[config.mk]
export PLATFORM = sky130hd
export DESIGN_NAME = mesi_dmc_ram
export DESIGN_NICKNAME = d
export VERILOG_FILES = /design/src/rtl/core/mesi_dmc_ram.sv
export SDC_FILE = /design/constraint.sdc
export NUM_CORES = 2
export LEC_CHECK = 0
export ABC_AREA = 1
export BUFFER_PORTS_ARGS = -buffer_cell sky130_fd_sc_hd__buf_2
export CAP_MARGIN = 0
export CORE_MARGIN = 3
export CORE_UTILIZATION = 35
export DETAILED_ROUTE_END_ITERATION = 16
export PLACE_DENSITY = 0.53
export SYNTH_ARGS = -nofsm -noshare
export SYNTH_HDL_FRONTEND = slang
export SYNTH_SLANG_ARGS = --single-unit
[constraint.sdc]
create_clock -name clk -period 11.48 [get_ports clk]
set_clock_uncertainty 0.1 [all_clocks]
set_input_delay 2.87 -clock clk [delete_from_list [all_inputs] [get_ports clk]]
set_output_delay 2.87 -clock clk [all_outputs]
set_load 0.03 [all_outputs]
[src/rtl/core/mesi_dmc_ram.sv]
`timescale 1ns / 1ps
// ----------------------------------------------------------------------------
// Generic simple dual-port RAM
// One write port, one read port with registered read data held when idle.
// ----------------------------------------------------------------------------
module mesi_dmc_ram #(
	parameter int WIDTH = 32,
	parameter int DEPTH = 64
) (
	input  logic                     clk,
	input  logic                     we,
	input  logic [$clog2(DEPTH)-1:0] waddr,
	input  logic [WIDTH-1:0]         wdata,
	input  logic                     re,
	input  logic [$clog2(DEPTH)-1:0] raddr,
	output logic [WIDTH-1:0]         rdata
);
	logic [WIDTH-1:0] mem_q [DEPTH];

	always_ff @(posedge clk) begin
		if (we) begin
			mem_q[waddr] <= wdata;
		end
		if (re) begin
			rdata <= mem_q[raddr];
		end
	end
endmodule

==> flow_summary.ini <==
[critical_path]
crit_path_start_kind = input pin
required_ps = 11980
crit_family = buffers and inverters
crit_arrival_ps = 6520
cpMostUsedCell = nand3_1
cp_slowest_cell = buf_4
cp_num_buf_inv = 4
crit_path_end_kind = flip-flop
r2r_cells = 8
critPathMaxFanout = 66
critPathKind = input pin to flip-flop
cp.depth = 11
critPathMaxStageDelay_ps = 790
crit_path_cell_trace = buf_8 > buf_4 > buf_4 > buf_4 > nand3_1 > nand3_1 > nand3_1 > nand3_1 > nand2_1 > nand2_1 > nand2_1

[power]
p_leak_nw = 32.16
comb_power_share = 0.060
peakVddDrop_v = 0.0001141
p_sw_mw = 3.630
power_frac_seq = 0.531
powerDensity_nw_per_um2 = 170.5
p_sw_frac = 0.2281
p_int_mw = 12.28
p_clk_frac = 0.409

[detailed_routing]
drcViolationCount = 0
dr.pass1.iters = 8
vias_per_cell = 5.272
num_vias = 53090
wl_um = 249100
drtIter0Drc = 5763
antenna_left = 0
wl_per_cell_um = 24.73

[sta]
setup_ws_ps = 5461
whs_ps = 765.4
max_slew.worst_pin.slew_ps = 1325
tns_ps = 0
final_hold_viol_count = 0
max_freq_ghz = 0.1661
period_share = 0.5243
rsz0062_at_grt = false
slew_headroom = 0.1169
period_needed_ps = 6019
finalSetupViolations = 0
slew_violations = 0

[clock_tree]
cts_resized = 0
clk_latency_ps = 850
h-tree-depth = 4
cts_root_buf = clkbuf_16
cts_buffers = 207
cts_hold_buf = 0
cts.sinks = 2080
cts_setup_buffers = 0
clk_pin_slew_ps = 60
cts_tree = yes
clock_path_buffers = 3

[yosys]
synth.cell_area_um2 = 83060
ys_seq_elements = 2080
ys_warn_count = 0
synthSimpleGateAreaFrac = 0.2203
synthDistinctLibCells = 15
muxShareOfSynthArea = 0
synthCells = 6769
yosysSeqAreaShare = 0.7520
syn_nets = 6816
synthAdderAreaFrac = 0
avgSynthCellArea_um2 = 12.27
synth_top_family_by_area = simple AND/OR/NAND/NOR gates
synth_compound_area_frac = 0
synth_xor_area_frac = 0

[floorplanning]
die_y_um = 493.1
ios = 79
rows = 178
core-area_um2 = 235600
die_w_um = 493.1
fp.dieArea_um2 = 243200
initial_utilization = 0.3525

[global_routing]
grt_pass1_vias = 50530
grt_overflow = 0
grt_max_degree = 237
grt_usage = 0.1996
grt_pass1_wl_um = 359300
antenna_found_initial = 26

[final_layout]
final_area_um2 = 93330
multi_input_comb_area_um2 = 18770
fin_cells = 10070
fillers = 22290
syn2layout_area_growth_pct = 12.36
ff_latch_area_um2 = 62460
final_cell_mix = nand2_1, edfxtp_1, nand3_1
layout-drive-gt1-share = 0.08026
final_common_cell = nand2_1
finalNetCount = 6802

[place]
gp_congestion = 0.7714
pre_cts_ws_ps = 4624
place_area_um2 = 86890
dp_hpwl_um = 120800
portBuffers = 78
dp_cells = 9696

[status]
status = finished, final reports clean

[hold_path]
hold_depth = 8
hp-class = flip-flop to flip-flop

[flow_run]
maxCapViolCount = 0
through the flow:
| step | utilization | total power, mW |
|---|---|---|
| final | 0.3961 | 15.91 |
| after global routing | 0.3960 | 16.41 |
| after CTS | 0.3960 | 16.03 |
| after detailed placement | 0.3688 | 9.568 |
| after global placement | 0.3688 | 9.559 |
| after floorplan | - | 9.136 |
area by class of cell:
cell class,count,share of cell area
inverters,12,0.0008848
clock buffers,262,0.05794
flip-flops and latches,2080,0.6693
clock inverters,107,0.01086
diodes,5,0.0001341
well taps,3150,0.04223
multi-input cells,4228,0.2011
repair buffers,226,0.01758
synthesized netlist by cell type:
cell | n | area (µm²)
buf_1 | 40 | 150.1
nor4_1 | 8 | 50.05
nand4_1 | 9 | 56.30
nor2_1 | 56 | 210.2
edfxtp_1 | 2080 | 62460
buf_6 | 3 | 33.78
inv_2 | 2 | 7.510
buf_4 | 45 | 337.8
inv_1 | 9 | 33.78
inv_4 | 1 | 6.260
buf_2 | 282 | 1411
nand3_1 | 1907 | 9544
buf_8 | 2 | 30.03
nand2_1 | 2248 | 8438
clkbuf_1 | 77 | 289.0
cell families (layout without fill, tap and decap cells):
kind of cell	Yosys count	count (layout)
buffers and inverters	461	607
DFF	2080	2080
other	0	5
and+or+nand+nor	4228	4228
metal layers:
| layer | track usage | wire length (µm) | vias to the layer above |
|---|---|---|---|
| li1 | - | - | 24120 |
| met1 | 0.2721 | 105900 | 26740 |
| met2 | 0.3311 | 120400 | 1874 |
| met3 | 0.03025 | 16060 | 338 |
| met4 | 0.05832 | 6586 | 22 |
| met5 | 0 | 121 | - |
worst reg2reg max path, stage by stage, from the launching register on:
cell      delay [ps]
edfxtp_1         360
nand2_1           70
nand3_1           80
nand3_1          120
nand3_1          210
nand3_1          270
nand2_1           90
nand2_1          250
nand2_1          160
power groups by stage:
stage                     sequential, mW  clock (mW)  combinational (mW)
after CTS                           8.45        6.62               0.956
final                               8.45        6.51               0.951
after floorplan                     8.62           0               0.517
after global routing                8.45        6.92                1.04
after global placement              8.61           0               0.945
after detailed placement            8.61           0               0.954
state kept, by name, summed over array words and instances (netlist names):
name,cells
rdata,32
mem_q,2048
path summary, 6_finish.rpt:
path / from / endpoint / slack, ps
setup reg to reg: mem_q[55][10] / rdata[10] / 9480
hold reg to reg: mem_q[10][24] / rdata[24] / 770
hold / removal: mem_q[10][24] / rdata[24] / 770
setup / recovery: raddr[1] / rdata[0] / 5460
No activity file was read; power rests on OpenSTA's default activity.
